### src/rtl/lfp_pkg.sv
`default_nettype none
// ----------------------------------------------------------------------------
// lfp_pkg
// Shared types, codes and constants of the LED fade, pulse and breath
// envelope block.
// ----------------------------------------------------------------------------
package lfp_pkg;

    localparam int LFP_LEDS    = 3;
    localparam int PULSE_STEPS = 16;

    localparam int LED_W    = 3;
    localparam int MASK_W   = 3;
    localparam int LVL_W    = 8;
    localparam int PULSE_W  = 5;
    localparam int PHASE_W  = 16;
    localparam int DEPTH_W  = 9;
    localparam int CFG_W    = 16;
    localparam int CFG_IDXW = 3;

    localparam int OPW       = 9;
    localparam int PRODW     = 2 * OPW;
    localparam int DVW       = 8;
    localparam int QW        = 16;
    localparam int CNT_W     = 4;
    localparam int MUL_STEPS = OPW;
    localparam int DIV_STEPS = QW;

    localparam logic [LVL_W-1:0]   FULL_SCALE       = 8'd255;
    localparam logic [MASK_W-1:0]  BREATH_MASK_RST  = 3'd0;
    localparam logic [MASK_W-1:0]  PRESS_MASK_RST   = 3'd0;
    localparam logic [PHASE_W-1:0] PHASE_STEP_RST   = 16'd218;
    localparam logic [DEPTH_W-1:0] DROP_DEPTH_RST   = 9'd171;
    localparam logic [LVL_W-1:0]   FADE_MAX_RST     = 8'd100;
    localparam logic [PRODW-1:0]   EASE_ROUND       = 18'd64;

    typedef enum logic [1:0] {
        MODE_TICK  = 2'd0,
        MODE_SET   = 2'd1,
        MODE_PRESS = 2'd2
    } t_mode;

    typedef enum logic [CFG_IDXW-1:0] {
        CFG_BREATH_MASK = 3'd0,
        CFG_PRESS_MASK  = 3'd1,
        CFG_PHASE_STEP  = 3'd2,
        CFG_DROP_DEPTH  = 3'd3,
        CFG_FADE_MAX    = 3'd4
    } t_cfg_idx;

    typedef struct packed {
        logic [1:0]       mode;
        logic [LED_W-1:0] led;
        logic [LVL_W-1:0] target;
    } t_in;

    typedef struct packed {
        logic [LED_W-1:0] led_id;
        logic [LVL_W-1:0] fade_level;
        logic [LVL_W-1:0] mod_factor;
        logic             ramping;
        logic             last;
    } t_out;

    typedef struct packed {
        logic           start;
        logic           div_en;
        logic [OPW-1:0] a;
        logic [OPW-1:0] b;
        logic [DVW-1:0] divisor;
    } t_mdu_req;

    typedef struct packed {
        logic             done;
        logic [PRODW-1:0] result;
    } t_mdu_rsp;

    function automatic logic mask_bit(input logic [MASK_W-1:0] m,
                                      input logic [LED_W-1:0] i);
        logic [7:0] e;
        e = 8'(m);
        return e[i];
    endfunction

    function automatic logic [LVL_W-1:0] pulse_curve(input logic [PULSE_W-1:0] idx);
        logic [LVL_W-1:0] v;
        unique case (idx)
            5'd0:    v = 8'd200;
            5'd1:    v = 8'd140;
            5'd2:    v = 8'd100;
            5'd3:    v = 8'd90;
            5'd4:    v = 8'd100;
            5'd5:    v = 8'd125;
            5'd6:    v = 8'd155;
            5'd7:    v = 8'd180;
            5'd8:    v = 8'd200;
            5'd9:    v = 8'd218;
            5'd10:   v = 8'd232;
            5'd11:   v = 8'd242;
            5'd12:   v = 8'd248;
            5'd13:   v = 8'd252;
            5'd14:   v = 8'd254;
            default: v = 8'd255;
        endcase
        return v;
    endfunction

endpackage
`default_nettype wire

### src/rtl/lfp_mdu.sv
`default_nettype none
// ----------------------------------------------------------------------------
// lfp_mdu
// Bit-serial multiply (one multiplier bit per cycle) with an optional
// restoring divide of the product (one quotient bit per cycle).
// ----------------------------------------------------------------------------
module lfp_mdu (
    input  logic              i_clk,
    input  logic              i_rst_n,
    input  lfp_pkg::t_mdu_req i_req,
    output lfp_pkg::t_mdu_rsp o_rsp
);
    import lfp_pkg::*;

    localparam int HW = OPW + 1;

    typedef enum logic [2:0] {
        M_IDLE = 3'b001,
        M_MUL  = 3'b010,
        M_DIV  = 3'b100
    } t_mstate;

    t_mstate          r_state;
    logic [CNT_W-1:0] r_cnt;
    logic             r_done;
    logic             r_div_en;
    logic [OPW-1:0]   r_a;
    logic [HW-1:0]    r_hi;
    logic [OPW-1:0]   r_lo;
    logic [DVW-1:0]   r_dvs;
    logic [DVW-1:0]   r_rem;
    logic [QW-1:0]    r_dq;

    logic [HW-1:0]    w_sum;
    logic [HW-1:0]    n_hi;
    logic [OPW-1:0]   n_lo;
    logic [PRODW-1:0] w_prod_n;
    logic [DVW:0]     w_trial;
    logic [DVW:0]     w_diff;
    logic             w_qbit;

    assign w_sum    = r_hi + (r_lo[0] ? HW'(r_a) : '0);
    assign n_hi     = {1'b0, w_sum[HW-1:1]};
    assign n_lo     = {w_sum[0], r_lo[OPW-1:1]};
    assign w_prod_n = {n_hi[OPW-1:0], n_lo};

    assign w_trial  = {r_rem, r_dq[QW-1]};
    assign w_qbit   = w_trial >= {1'b0, r_dvs};
    assign w_diff   = w_trial - {1'b0, r_dvs};

    always_ff @(posedge i_clk) begin
        if (!i_rst_n) begin
            r_state <= M_IDLE;
            r_cnt   <= '0;
            r_done  <= 1'b0;
        end else begin
            r_done <= 1'b0;
            unique case (r_state)
                M_IDLE: begin
                    if (i_req.start) begin
                        r_a      <= i_req.a;
                        r_lo     <= i_req.b;
                        r_hi     <= '0;
                        r_dvs    <= i_req.divisor;
                        r_div_en <= i_req.div_en;
                        r_cnt    <= '0;
                        r_state  <= M_MUL;
                    end
                end
                M_MUL: begin
                    r_hi  <= n_hi;
                    r_lo  <= n_lo;
                    r_cnt <= r_cnt + 1'b1;
                    if (r_cnt == CNT_W'(MUL_STEPS - 1)) begin
                        r_cnt <= '0;
                        if (r_div_en) begin
                            r_dq    <= w_prod_n[QW-1:0];
                            r_rem   <= '0;
                            r_state <= M_DIV;
                        end else begin
                            r_done  <= 1'b1;
                            r_state <= M_IDLE;
                        end
                    end
                end
                M_DIV: begin
                    r_dq  <= {r_dq[QW-2:0], w_qbit};
                    r_rem <= w_qbit ? w_diff[DVW-1:0] : w_trial[DVW-1:0];
                    r_cnt <= r_cnt + 1'b1;
                    if (r_cnt == CNT_W'(DIV_STEPS - 1)) begin
                        r_cnt   <= '0;
                        r_done  <= 1'b1;
                        r_state <= M_IDLE;
                    end
                end
                default: begin
                    r_state <= M_IDLE;
                end
            endcase
        end
    end

    assign o_rsp.done   = r_done;
    assign o_rsp.result = r_div_en ? PRODW'(r_dq) : {r_hi[OPW-1:0], r_lo};

`ifndef SYNTHESIS
    a_start_idle: assert property (@(posedge i_clk) disable iff (!i_rst_n)
        i_req.start |-> r_state == M_IDLE)
        else $error("mdu started while busy");
    a_done_pulse: assert property (@(posedge i_clk) disable iff (!i_rst_n)
        r_done |=> !r_done)
        else $error("mdu done longer than one cycle");
    a_done_idle: assert property (@(posedge i_clk) disable iff (!i_rst_n)
        r_done |-> r_state == M_IDLE)
        else $error("mdu done while busy");
`endif

endmodule
`default_nettype wire

### src/rtl/led_fade_pulse_breath_envelope.sv
`default_nettype none
// ----------------------------------------------------------------------------
// led_fade_pulse_breath_envelope
// Per-LED fade ramp, key press pulse and breathing envelope.
// ----------------------------------------------------------------------------
// A press item, an unused-mode item and a set target for an LED out of range
// are handled in the idle state alone. A set target that is ignored or whose
// level is already there returns to idle from the set state; otherwise it
// waits in the set-wait state for a ramp length from a multiply and divide.
// A tick walks over the LEDs, one result per LED. Each LED passes the factor,
// emit and advance states, plus two serial multiplies when breathing and a
// multiply and divide while a ramp runs and is not at its last step. These run
// on the shared bit-serial multiply-divide unit. Results wait in a one-deep
// output register, and a stall there holds the walk.
module led_fade_pulse_breath_envelope #(
    parameter int LEDS = lfp_pkg::LFP_LEDS
) (
    input  logic                          i_clk,
    input  logic                          i_rst_n,
    input  logic                          i_in_valid,
    output logic                          o_in_stall,
    input  lfp_pkg::t_in                  i_in_data,
    output logic                          o_out_valid,
    input  logic                          i_out_stall,
    output lfp_pkg::t_out                 o_out_data,
    input  logic                          i_cfg_we,
    input  logic [lfp_pkg::CFG_IDXW-1:0]  i_cfg_idx,
    input  logic [lfp_pkg::CFG_W-1:0]     i_cfg_data
);
    import lfp_pkg::*;

    localparam int IW = (LEDS > 1) ? $clog2(LEDS) : 1;

    typedef enum logic [8:0] {
        S_IDLE     = 9'b000000001,
        S_SET      = 9'b000000010,
        S_SET_WAIT = 9'b000000100,
        S_FAC      = 9'b000001000,
        S_EASE1    = 9'b000010000,
        S_EASE2    = 9'b000100000,
        S_EMIT     = 9'b001000000,
        S_ADV      = 9'b010000000,
        S_ADV_WAIT = 9'b100000000
    } t_state;

    t_state r_state, n_state;

    logic [MASK_W-1:0]  r_breath_mask;
    logic [MASK_W-1:0]  r_press_mask;
    logic [PHASE_W-1:0] r_phase_step;
    logic [DEPTH_W-1:0] r_drop_depth;
    logic [LVL_W-1:0]   r_fade_max;

    logic [LVL_W-1:0]   r_level      [LEDS];
    logic [LVL_W-1:0]   r_goal       [LEDS];
    logic [LVL_W-1:0]   r_ramp_start [LEDS];
    logic [LVL_W-1:0]   r_ramp_end   [LEDS];
    logic [LVL_W-1:0]   r_ramp_pos   [LEDS];
    logic [LVL_W-1:0]   r_ramp_len   [LEDS];
    logic               r_ramp_on    [LEDS];
    logic [PULSE_W-1:0] r_pulse_left [LEDS];
    logic [PHASE_W-1:0] r_phase      [LEDS];

    logic [IW-1:0]      r_idx;
    logic [LVL_W-1:0]   r_tgt;
    logic [LVL_W-1:0]   r_fac;
    logic               r_ov;
    t_out               r_out;

    t_mdu_req           w_req;
    t_mdu_rsp           w_rsp;

    logic               w_accept;
    logic               w_led_ok;
    logic [IW-1:0]      w_led_idx;
    logic               w_last;
    logic               w_breath;
    logic [LVL_W-1:0]   w_lvl;
    logic [LVL_W-1:0]   w_start;
    logic [LVL_W-1:0]   w_end_lvl;
    logic               w_ignore;
    logic               w_same;
    logic [LVL_W-1:0]   w_dist;
    logic [LVL_W-1:0]   w_phb;
    logic [LVL_W-1:0]   w_x;
    logic [PULSE_W-1:0] w_pidx;
    logic [PRODW-1:0]   w_drop_r;
    logic [PRODW-8:0]   w_drop;
    logic               w_up;
    logic [LVL_W-1:0]   w_rdiff;
    logic [LVL_W:0]     w_p;
    logic               w_rend;
    logic [LVL_W-1:0]   w_q;
    logic               w_out_free;
    logic               w_out_load;
    logic [MASK_W-1:0]  w_bchg;

    assign w_accept   = i_in_valid && !o_in_stall;
    assign w_led_ok   = {1'b0, i_in_data.led} < 4'(LEDS);
    assign w_led_idx  = i_in_data.led[IW-1:0];
    assign w_last     = r_idx == IW'(LEDS - 1);
    assign w_breath   = mask_bit(r_breath_mask, LED_W'(r_idx));

    assign w_lvl      = r_level[r_idx];
    assign w_start    = r_ramp_start[r_idx];
    assign w_end_lvl  = r_ramp_end[r_idx];
    assign w_ignore   = (r_tgt == r_goal[r_idx]) && (r_ramp_on[r_idx] || w_lvl == r_tgt);
    assign w_same     = w_lvl == r_tgt;
    assign w_dist     = (w_lvl > r_tgt) ? w_lvl - r_tgt : r_tgt - w_lvl;

    assign w_phb      = r_phase[r_idx][PHASE_W-1:PHASE_W-LVL_W];
    assign w_x        = w_phb[LVL_W-1] ? ~w_phb : w_phb;
    assign w_pidx     = (r_pulse_left[r_idx] > PULSE_W'(PULSE_STEPS)) ? '0
                      : PULSE_W'(PULSE_STEPS) - r_pulse_left[r_idx];
    assign w_drop_r   = w_rsp.result + EASE_ROUND;
    assign w_drop     = w_drop_r[PRODW-1:7];

    assign w_up       = w_end_lvl >= w_start;
    assign w_rdiff    = w_up ? w_end_lvl - w_start : w_start - w_end_lvl;
    assign w_p        = (LVL_W + 1)'(r_ramp_pos[r_idx]) + 1'b1;
    assign w_rend     = (r_ramp_len[r_idx] == '0) || (w_p >= (LVL_W + 1)'(r_ramp_len[r_idx]));
    assign w_q        = w_rsp.result[LVL_W-1:0];

    assign w_out_free = !r_ov || !i_out_stall;
    assign w_out_load = (r_state == S_EMIT) && w_out_free;
    assign w_bchg     = i_cfg_data[MASK_W-1:0] ^ r_breath_mask;

    always_comb begin
        w_req = '0;
        unique case (r_state)
            S_SET: begin
                w_req.start   = !w_ignore && !w_same;
                w_req.div_en  = 1'b1;
                w_req.a       = OPW'(w_dist);
                w_req.b       = OPW'(r_fade_max);
                w_req.divisor = FULL_SCALE;
            end
            S_FAC: begin
                w_req.start = w_breath;
                w_req.a     = OPW'(w_x);
                w_req.b     = OPW'(FULL_SCALE - w_x);
            end
            S_EASE1: begin
                w_req.start = w_rsp.done;
                w_req.a     = r_drop_depth;
                w_req.b     = w_rsp.result[OPW+6:7];
            end
            S_ADV: begin
                w_req.start   = r_ramp_on[r_idx] && !w_rend;
                w_req.div_en  = 1'b1;
                w_req.a       = OPW'(w_rdiff);
                w_req.b       = w_p;
                w_req.divisor = r_ramp_len[r_idx];
            end
            default: begin
                w_req = '0;
            end
        endcase
    end

    always_comb begin
        n_state = r_state;
        unique case (r_state)
            S_IDLE: begin
                if (w_accept && i_in_data.mode == MODE_TICK) begin
                    n_state = S_FAC;
                end else if (w_accept && i_in_data.mode == MODE_SET && w_led_ok) begin
                    n_state = S_SET;
                end
            end
            S_SET: begin
                n_state = (w_ignore || w_same) ? S_IDLE : S_SET_WAIT;
            end
            S_SET_WAIT: begin
                if (w_rsp.done) n_state = S_IDLE;
            end
            S_FAC: begin
                n_state = w_breath ? S_EASE1 : S_EMIT;
            end
            S_EASE1: begin
                if (w_rsp.done) n_state = S_EASE2;
            end
            S_EASE2: begin
                if (w_rsp.done) n_state = S_EMIT;
            end
            S_EMIT: begin
                if (w_out_free) n_state = S_ADV;
            end
            S_ADV: begin
                if (r_ramp_on[r_idx] && !w_rend) begin
                    n_state = S_ADV_WAIT;
                end else begin
                    n_state = w_last ? S_IDLE : S_FAC;
                end
            end
            S_ADV_WAIT: begin
                if (w_rsp.done) n_state = w_last ? S_IDLE : S_FAC;
            end
            default: begin
                n_state = S_IDLE;
            end
        endcase
    end

    always_ff @(posedge i_clk) begin
        if (!i_rst_n) begin
            r_state       <= S_IDLE;
            r_idx         <= '0;
            r_ov          <= 1'b0;
            r_breath_mask <= BREATH_MASK_RST;
            r_press_mask  <= PRESS_MASK_RST;
            r_phase_step  <= PHASE_STEP_RST;
            r_drop_depth  <= DROP_DEPTH_RST;
            r_fade_max    <= FADE_MAX_RST;
            for (int i = 0; i < LEDS; i++) begin
                r_level[i]      <= '0;
                r_goal[i]       <= '0;
                r_ramp_start[i] <= '0;
                r_ramp_end[i]   <= '0;
                r_ramp_pos[i]   <= '0;
                r_ramp_len[i]   <= '0;
                r_ramp_on[i]    <= 1'b0;
                r_pulse_left[i] <= '0;
                r_phase[i]      <= '0;
            end
        end else begin
            r_state <= n_state;

            if (w_out_load) begin
                r_ov <= 1'b1;
            end else if (!i_out_stall) begin
                r_ov <= 1'b0;
            end

            unique case (r_state)
                S_IDLE: begin
                    if (w_accept) begin
                        r_tgt <= i_in_data.target;
                        if (i_in_data.mode == MODE_TICK) begin
                            r_idx <= '0;
                        end else begin
                            r_idx <= w_led_idx;
                        end
                        if (i_in_data.mode == MODE_PRESS && w_led_ok
                                && mask_bit(r_press_mask, i_in_data.led)
                                && !mask_bit(r_breath_mask, i_in_data.led)) begin
                            r_pulse_left[w_led_idx] <= PULSE_W'(PULSE_STEPS);
                        end
                    end
                end
                S_SET: begin
                    if (!w_ignore) begin
                        r_goal[r_idx] <= r_tgt;
                        if (w_same) begin
                            r_ramp_on[r_idx] <= 1'b0;
                        end else begin
                            r_ramp_start[r_idx] <= w_lvl;
                            r_ramp_end[r_idx]   <= r_tgt;
                            r_ramp_pos[r_idx]   <= '0;
                        end
                    end
                end
                S_SET_WAIT: begin
                    if (w_rsp.done) begin
                        r_ramp_len[r_idx] <= (w_q == '0) ? LVL_W'(1) : w_q;
                        r_ramp_on[r_idx]  <= 1'b1;
                    end
                end
                S_FAC: begin
                    if (r_pulse_left[r_idx] != '0) begin
                        r_fac <= pulse_curve(w_pidx);
                    end else begin
                        r_fac <= FULL_SCALE;
                    end
                end
                S_EASE1: begin
                end
                S_EASE2: begin
                    if (w_rsp.done) begin
                        r_fac <= (w_drop > (PRODW-7)'(FULL_SCALE)) ? '0
                               : FULL_SCALE - w_drop[LVL_W-1:0];
                    end
                end
                S_EMIT: begin
                    if (w_out_free) begin
                        r_out.led_id     <= LED_W'(r_idx);
                        r_out.fade_level <= w_lvl;
                        r_out.mod_factor <= r_fac;
                        r_out.ramping    <= r_ramp_on[r_idx];
                        r_out.last       <= w_last;
                    end
                end
                S_ADV: begin
                    if (r_pulse_left[r_idx] != '0) begin
                        r_pulse_left[r_idx] <= r_pulse_left[r_idx] - 1'b1;
                    end
                    if (w_breath) begin
                        r_phase[r_idx] <= r_phase[r_idx] + r_phase_step;
                    end
                    if (r_ramp_on[r_idx]) begin
                        r_ramp_pos[r_idx] <= w_p[LVL_W-1:0];
                        if (w_rend) begin
                            r_level[r_idx]   <= w_end_lvl;
                            r_ramp_on[r_idx] <= 1'b0;
                        end
                    end
                    if (!(r_ramp_on[r_idx] && !w_rend) && !w_last) begin
                        r_idx <= r_idx + 1'b1;
                    end
                end
                S_ADV_WAIT: begin
                    if (w_rsp.done) begin
                        r_level[r_idx] <= w_up ? w_start + w_q : w_start - w_q;
                        if (!w_last) r_idx <= r_idx + 1'b1;
                    end
                end
                default: begin
                end
            endcase

            if (i_cfg_we) begin
                unique case (i_cfg_idx)
                    CFG_BREATH_MASK: begin
                        for (int i = 0; i < LEDS; i++) begin
                            if (mask_bit(w_bchg, LED_W'(i))) begin
                                r_phase[i]      <= '0;
                                r_pulse_left[i] <= '0;
                            end
                        end
                        r_breath_mask <= i_cfg_data[MASK_W-1:0];
                    end
                    CFG_PRESS_MASK: r_press_mask <= i_cfg_data[MASK_W-1:0];
                    CFG_PHASE_STEP: r_phase_step <= i_cfg_data[PHASE_W-1:0];
                    CFG_DROP_DEPTH: r_drop_depth <= i_cfg_data[DEPTH_W-1:0];
                    CFG_FADE_MAX:   r_fade_max   <= i_cfg_data[LVL_W-1:0];
                    default: begin
                    end
                endcase
            end
        end
    end

    lfp_mdu u_mdu (
        .i_clk   (i_clk),
        .i_rst_n (i_rst_n),
        .i_req   (w_req),
        .o_rsp   (w_rsp)
    );

    assign o_in_stall  = r_state != S_IDLE;
    assign o_out_valid = r_ov;
    assign o_out_data  = r_out;

`ifndef SYNTHESIS
    a_tick_walk: assert property (@(posedge i_clk) disable iff (!i_rst_n)
        (w_accept && i_in_data.mode == MODE_TICK) |=> r_state == S_FAC)
        else $error("tick transfer did not start the LED walk");
    a_ramp_wait: assert property (@(posedge i_clk) disable iff (!i_rst_n)
        r_state == S_ADV_WAIT |-> r_ramp_on[r_idx])
        else $error("ramp divide without a running ramp");
    a_mdu_start: assert property (@(posedge i_clk) disable iff (!i_rst_n)
        w_req.start |-> (r_state == S_SET || r_state == S_FAC
                         || r_state == S_EASE1 || r_state == S_ADV))
        else $error("mdu started from an unexpected state");
`endif

endmodule
`default_nettype wire

### config.mk
export PLATFORM = sky130hd
export DESIGN_NAME = led_fade_pulse_breath_envelope
export DESIGN_NICKNAME = d
export VERILOG_FILES = /design/src/rtl/lfp_pkg.sv /design/src/rtl/lfp_mdu.sv /design/src/rtl/led_fade_pulse_breath_envelope.sv
export SDC_FILE = /design/constraint.sdc
export NUM_CORES = 1
export LEC_CHECK = 0
export BUFFER_PORTS_ARGS = -buffer_cell sky130_fd_sc_hd__buf_4
export CORE_ASPECT_RATIO = 1.4
export CORE_MARGIN = 4
export CORE_UTILIZATION = 30
export DETAILED_ROUTE_END_ITERATION = 16
export PLACE_DENSITY_LB_ADDON = 0.2
export SLEW_MARGIN = 20
export SYNTH_ARGS = -nofsm -noshare
export SYNTH_HDL_FRONTEND = slang
export SYNTH_SLANG_ARGS = --single-unit
### constraint.sdc
create_clock -name i_clk -period 12.8 [get_ports i_clk]
set_clock_uncertainty 0.1 [all_clocks]
set_input_delay 2.56 -clock i_clk [delete_from_list [all_inputs] [get_ports i_clk]]
set_output_delay 2.56 -clock i_clk [all_outputs]
set_load 0.02 [all_outputs]
Word level (Yosys, flattened, before mapping)
Memory sizes are Yosys's and may differ from the RTL's. A register that Yosys moved wholly into a read port is not among the register bits. Index checks and enable logic that the tools add are counted.

Bits in registers: 156. Bits in writable memories: 210. Memory bits (read-only): 128. Input bits: 37. Output and inout bits: 23. Word-level logic and storage cells: 384. Memories kept: 10.

Memory list: (no name shown) (words 16, bits a word 8, rd ports 1, clocked after Yosys merged registers in 0, write ports 0, line lfp_pkg.sv:87) `unique case (idx)`; r_phase (words 3, bits a word 16, rd ports 1, clocked after Yosys merged registers in 1, write ports 4, line led_fade_pulse_breath_envelope.sv:62) `logic [PHASE_W-1:0] r_phase [LEDS];`; r_goal (words 3, bits a word 8, rd ports 1, clocked after Yosys merged registers in 1, write ports 3, line led_fade_pulse_breath_envelope.sv:55) `logic [LVL_W-1:0] r_goal [LEDS];`; r_level (words 3, bits a word 8, rd ports 1, clocked after Yosys merged registers in 1, write ports 3, line led_fade_pulse_breath_envelope.sv:54) `logic [LVL_W-1:0] r_level [LEDS];`; r_ramp_end (words 3, bits a word 8, rd ports 1, clocked after Yosys merged registers in 1, write ports 3, line led_fade_pulse_breath_envelope.sv:57) `logic [LVL_W-1:0] r_ramp_end [LEDS];`; r_ramp_len (words 3, bits a word 8, rd ports 1, clocked after Yosys merged registers in 1, write ports 3, line led_fade_pulse_breath_envelope.sv:59) `logic [LVL_W-1:0] r_ramp_len [LEDS];`; 4 more memories.

$add $sub $neg: 17. Order comparisons: 9. Equality and inequality tests: 47. Multiplexer cells: 178. Bitwise logic cells: 39. Reductions and logical operators: 59.

Operators with widths (count): 8-bit two-way mux (20); 9-bit two-way mux (10); 9-bit case mux with 9 select lines (1); 16-bit two-way mux (5); 1-bit two-way mux (79); 18-bit case mux with 4 select lines (1); 2-bit two-way mux (31); 8-bit case mux with 2 select lines (3); 8-bit OR reduction (6); 8-bit subtractor (6); 16-bit case mux with 2 select lines (1); 5-bit two-way mux (5); 2-bit == test, second input constant (11); 10-bit case mux with 2 select lines (1); 18-bit by 7-bit adder with 18-bit output, second input constant (1); 1-bit AND (18); 9-bit by 8-bit greater-or-equal comparator with 1-bit output (2); 18-bit two-way mux (1); 2-bit by 1-bit inequality test with 1-bit output, second input constant (9); 9-bit case mux with 2 select lines (1); 3-bit AND reduction (6); 16-bit adder (1); 8-bit == test (2); 8-bit zero test (2); other kinds (63) (126).

Logic depth before layout (Yosys ltp)
Depth in word-level cells: 13. Depth in mapped cells: 26. Mapped depth without buffers: 20.

By module
From an unflattened synthesis, not the netlist that was laid out.

Cells, all modules: 2010. Area, all modules: 23302.3 µm².

Modules (own cells, without submodules): led_fade_pulse_breath_envelope (instances 1, cells an instance 1669, area an instance 19605.1 µm², sequential area each 10520.1 µm²); lfp_mdu (instances 1, cells an instance 341, area an instance 3697.3 µm², sequential area each 1961.9 µm²).

Least setup slack after synthesis
OpenSTA, ideal clock, no wires.

Kind: reg2reg. Start: reg (tool-made name). End: mem r_level[0][7] (data pin). Setup time: 0.268 ns. Arrival: 5.502 ns. Required time: 12.432 ns. Setup slack: 6.930 ns. Stages on the path, launching flop included: 26. Buffers on the path: 8. Period minus slack after synthesis: 5.870 ns. Path through: dfxtp_1 > buf_6 > buf_12 > buf_12 > buf_2 > buf_2 > buf_2 > mux4_2 > inv_1 > ha_1 > clkbuf_1 > a21oi_1 > nand2_1 > o2111a_1 > or2_2 > buf_2 > a21oi_1 > ha_1 > a21o_1 > a21oi_1 > nor2b_1 > o21a_1 > o41a_1 > xnor2_1 > mux2i_1 > a21oi_1.

RTL lines (line): to (decl) (led_fade_pulse_breath_envelope.sv:54).

==> key figures <==
Placement
  • # port buffers: 58
  • Routability cong.: around 0.87
  • Post-DP HPWL: ~50000 microns
  • Post-Place Worst Slack: 6.40 ns

Synthesis
  • Top_reg_cell synth: edfxtp_1
  • Synth top area share: 0.484
  • Synth area leader: edfxtp_1
  • Area contributors post-synth: edfxtp_1 48%, mux4_2 5.6%, dfxtp_1 5.5%
  • Syn avg cell area: around 12 sq um
  • Mapped Nets: approximately 2100
  • Warnings from Yosys: 0
  • Mapped cell area: around 23000 sq um
  • Syn Inst Count: about 2000
  • Sequential share of the synthesized area: 0.539
  • Synth async-reset ratio: 0
  • EDFF count, synth: 373
  • Unique masters post-synth: 90
  • FF+latch count, synth: approximately 440

Run status
  • Status: finished, final reports clean

Floorplan
  • Starting density of the core: 0.303
  • Core Footprint: 76400 sq um
  • Row cnt: 120
  • Die area: between 80000 and 90000 sq um
  • Die height: 337 microns
  • IO Count: 60
  • Chip Width: approximately 240 microns

Global route
  • Vias in the first global route: approximately 16000
  • Antenna violations before repair: 0
  • Gr ovfl total: 0
  • Largest net degree at the start of global routing: 79
  • First-pass GRT wire length: 102000 microns
  • Total GRT Usage: 0.164

STA
  • Final hold vios: 0
  • Setup ws final: 6.69 ns
  • Peak Freq: 164 MHz
  • RSZ-0062 raised after global routing: no
  • Slew Limit Headroom: 0.263
  • Max-slew violations: 0
  • Setup TNS after final layout: 0 ns
  • Tmin final: around 6 ns
  • Worst-margin pin slew: approximately 1.1 ns
  • Final Setup Violations: 0
  • Fin crit share: 0.477

Worst hold path
  • Hold WC Path Type: flip-flop to flip-flop

Clocking
  • H-tree levels: 2
  • Clock sinks: between 400 and 500
  • Number of gates resized after CTS: 0
  • Clock Latency Late Sink: 0.61 ns
  • Clock buffer depth: 3
  • CTS tree: done
  • Total CTS buffers: between 40 and 50
  • Root buf cell: clkbuf_16
  • CTS hold repair buffers: 0
  • Clock slew seen by the registers of the worst setup and hold paths: 0.07 ns
  • Post-CTS Setup Bufs: 0

Detailed routing
  • DR DRC count: 0
  • Routed via count: 15700
  • Final WL: 68100 microns
  • Number of vias per cell: 5.19
  • Routed Antenna Nets: 0
  • Wire per inst: 22.4 microns
  • 1st-iter DRT viols: ~1000
  • Drt first pass iters: 5

Worst setup path
  • Critical path startpoint category: flip-flop
  • Crit path max fanout: 43
  • Critical Path Sink Type: flip-flop
  • Worst Path Arrival: approximately 6.3 ns
  • Crit path kind: flip-flop to flip-flop
  • WP data required: 13.03 ns

Final layout
  • Syn-to-layout area delta: 13.6%
  • Share of cells above drive strength 1: 0.135
  • ANT cells: 0
  • Nets: 2162
  • Commonest non-fill, non-tap cell in the layout: edfxtp_1
  • Commonest non-fill, non-tap cells in the layout: 373 x edfxtp_1, 187 x nor2_1, 173 x nand2_1, 128 x inv_1, 96 x ha_1

Power and ir drop
  • Peak VDD IR: 0.0826 mV
  • Pwr per Cell Area: 166 nW/um^2
  • Leakage: 9.65 nW

Job
  • Max-Cap Viols: 0
==> cell usage after synthesis (21+ instances only) <==
| cell type | instances |
|---|---|
| mux2i_1 | 53 |
| nor3_1 | 66 |
| and2_1 | 21 |
| inv_1 | 129 |
| a21boi_0 | 27 |
| edfxtp_1 | 373 |
| nor2b_1 | 31 |
| o21ai_0 | 70 |
| nand2_1 | 173 |
| clkbuf_1 | 67 |
| xnor2_1 | 52 |
| mux4_2 | 58 |
| a21oi_1 | 79 |
| ha_1 | 96 |
| xor2_1 | 27 |
| nor2_1 | 188 |
| dfxtp_1 | 64 |
| nor4_1 | 51 |
| nand3_1 | 49 |
==> layout make-up <==
class	count	area [sq um]
Tap cell	976	1220
Sequential cell	437	12500
Clock inverter	31	422
Clock buffer	54	1200
Timing Repair Buffer	92	691
Multi-Input combinational cell	1306	9750
Fill cell	7520	50100
Inverter	138	518
==> per-layer routing <==
layer / GRT usage / part of all wire
met1: 0.187 / 0.39
met2: 0.318 / 0.54
met3: 0.0196 / 0.029
met4: 0.0564 / 0.034
met5: 0 / 0
==> sequential cells by signal, indices dropped and copies added, names as in the netlist, 9 cells and up, named ones only <==
| signal | cells |
|---|---|
| r_phase | 64 |
| r_goal | 32 |
| r_level | 32 |
| r_ramp_end | 32 |
| r_ramp_len | 32 |
| r_ramp_pos | 32 |
| r_ramp_start | 32 |
| o_out_data | 20 |
| r_pulse_left | 20 |
| r_phase_step | 16 |
| u_mdu.r_dq | 16 |
| r_drop_depth | 9 |
| r_state | 9 |
| u_mdu.r_a | 9 |
| u_mdu.r_hi | 9 |
| u_mdu.r_lo | 9 |
==> report_power, final <==
part	switching [mW]	total, mW	internal [mW]
Clock	0.607	1.47	0.863
Combinational	0.769	1.21	0.444
Sequential	0.0550	1.67	1.62
Total	1.43	4.35	2.92
==> per-stage QoR <==
stage | instances | cell area, sq um | hold slack, ns | power (mW) | util
finish | 3034 | 26300 | 0.319 | 4.35 | 0.344
detailed placement | 2949 | 24700 | 0.307 | 2.91 | 0.323
global placement | 2949 | 24700 | 0.309 | 2.90 | 0.323
global route | 3034 | 26300 | 0.335 | 4.55 | 0.344
floorplan | 1981 | 23100 | 0.300 | 2.52 | -
CTS | 3034 | 26300 | 0.322 | 4.39 | 0.344
==> path summary, 6_finish.rpt <==
check	startpoint	endpoint	slack [ns]	cells past startpoint
max	flip-flop	r_level[2][7]	6.69	20
min	r_fac[2]	o_out_data[4]	0.32	0
max reg2reg	flip-flop	r_level[2][7]	6.69	20
min reg2reg	r_fac[2]	o_out_data[4]	0.32	0
==> logic make-up (layout without fill, tap and decap cells) <==
kind of cell             after synthesis  in the layout  share of synthesized area
AND/OR/NAND/NOR                      670            670                      0.140
flip-flops                           437            437                      0.539
multiplexers                         128            128                     0.0943
AO/OA/AOI/OAI                        323            323                     0.0937
XOR/XNOR                              80             80                     0.0306
other                                  1              1                   0.000162
adder cells (fa/ha/maj)              104            104                     0.0588
buffers and inverters                238            315                     0.0426
==> worst max-delay path, cell delays in order (launching register included) <==
cell and delay (ns):
dfxtp_4 0.83, buf_4 0.56, mux4_2 0.43, inv_1 0.08
ha_1 0.14, inv_1 0.06, fa_1 0.39, nand3_1 0.10
nand2_1 0.11, o2111a_1 0.29, or2_2 0.39, a21oi_1 0.29
ha_1 0.29, a21o_1 0.17, a21oi_1 0.19, nor2b_1 0.09
o21a_1 0.19, o41a_1 0.35, xnor2_1 0.21, mux2i_1 0.36
a21oi_1 0.12
(Power assumes the default switching activity.)
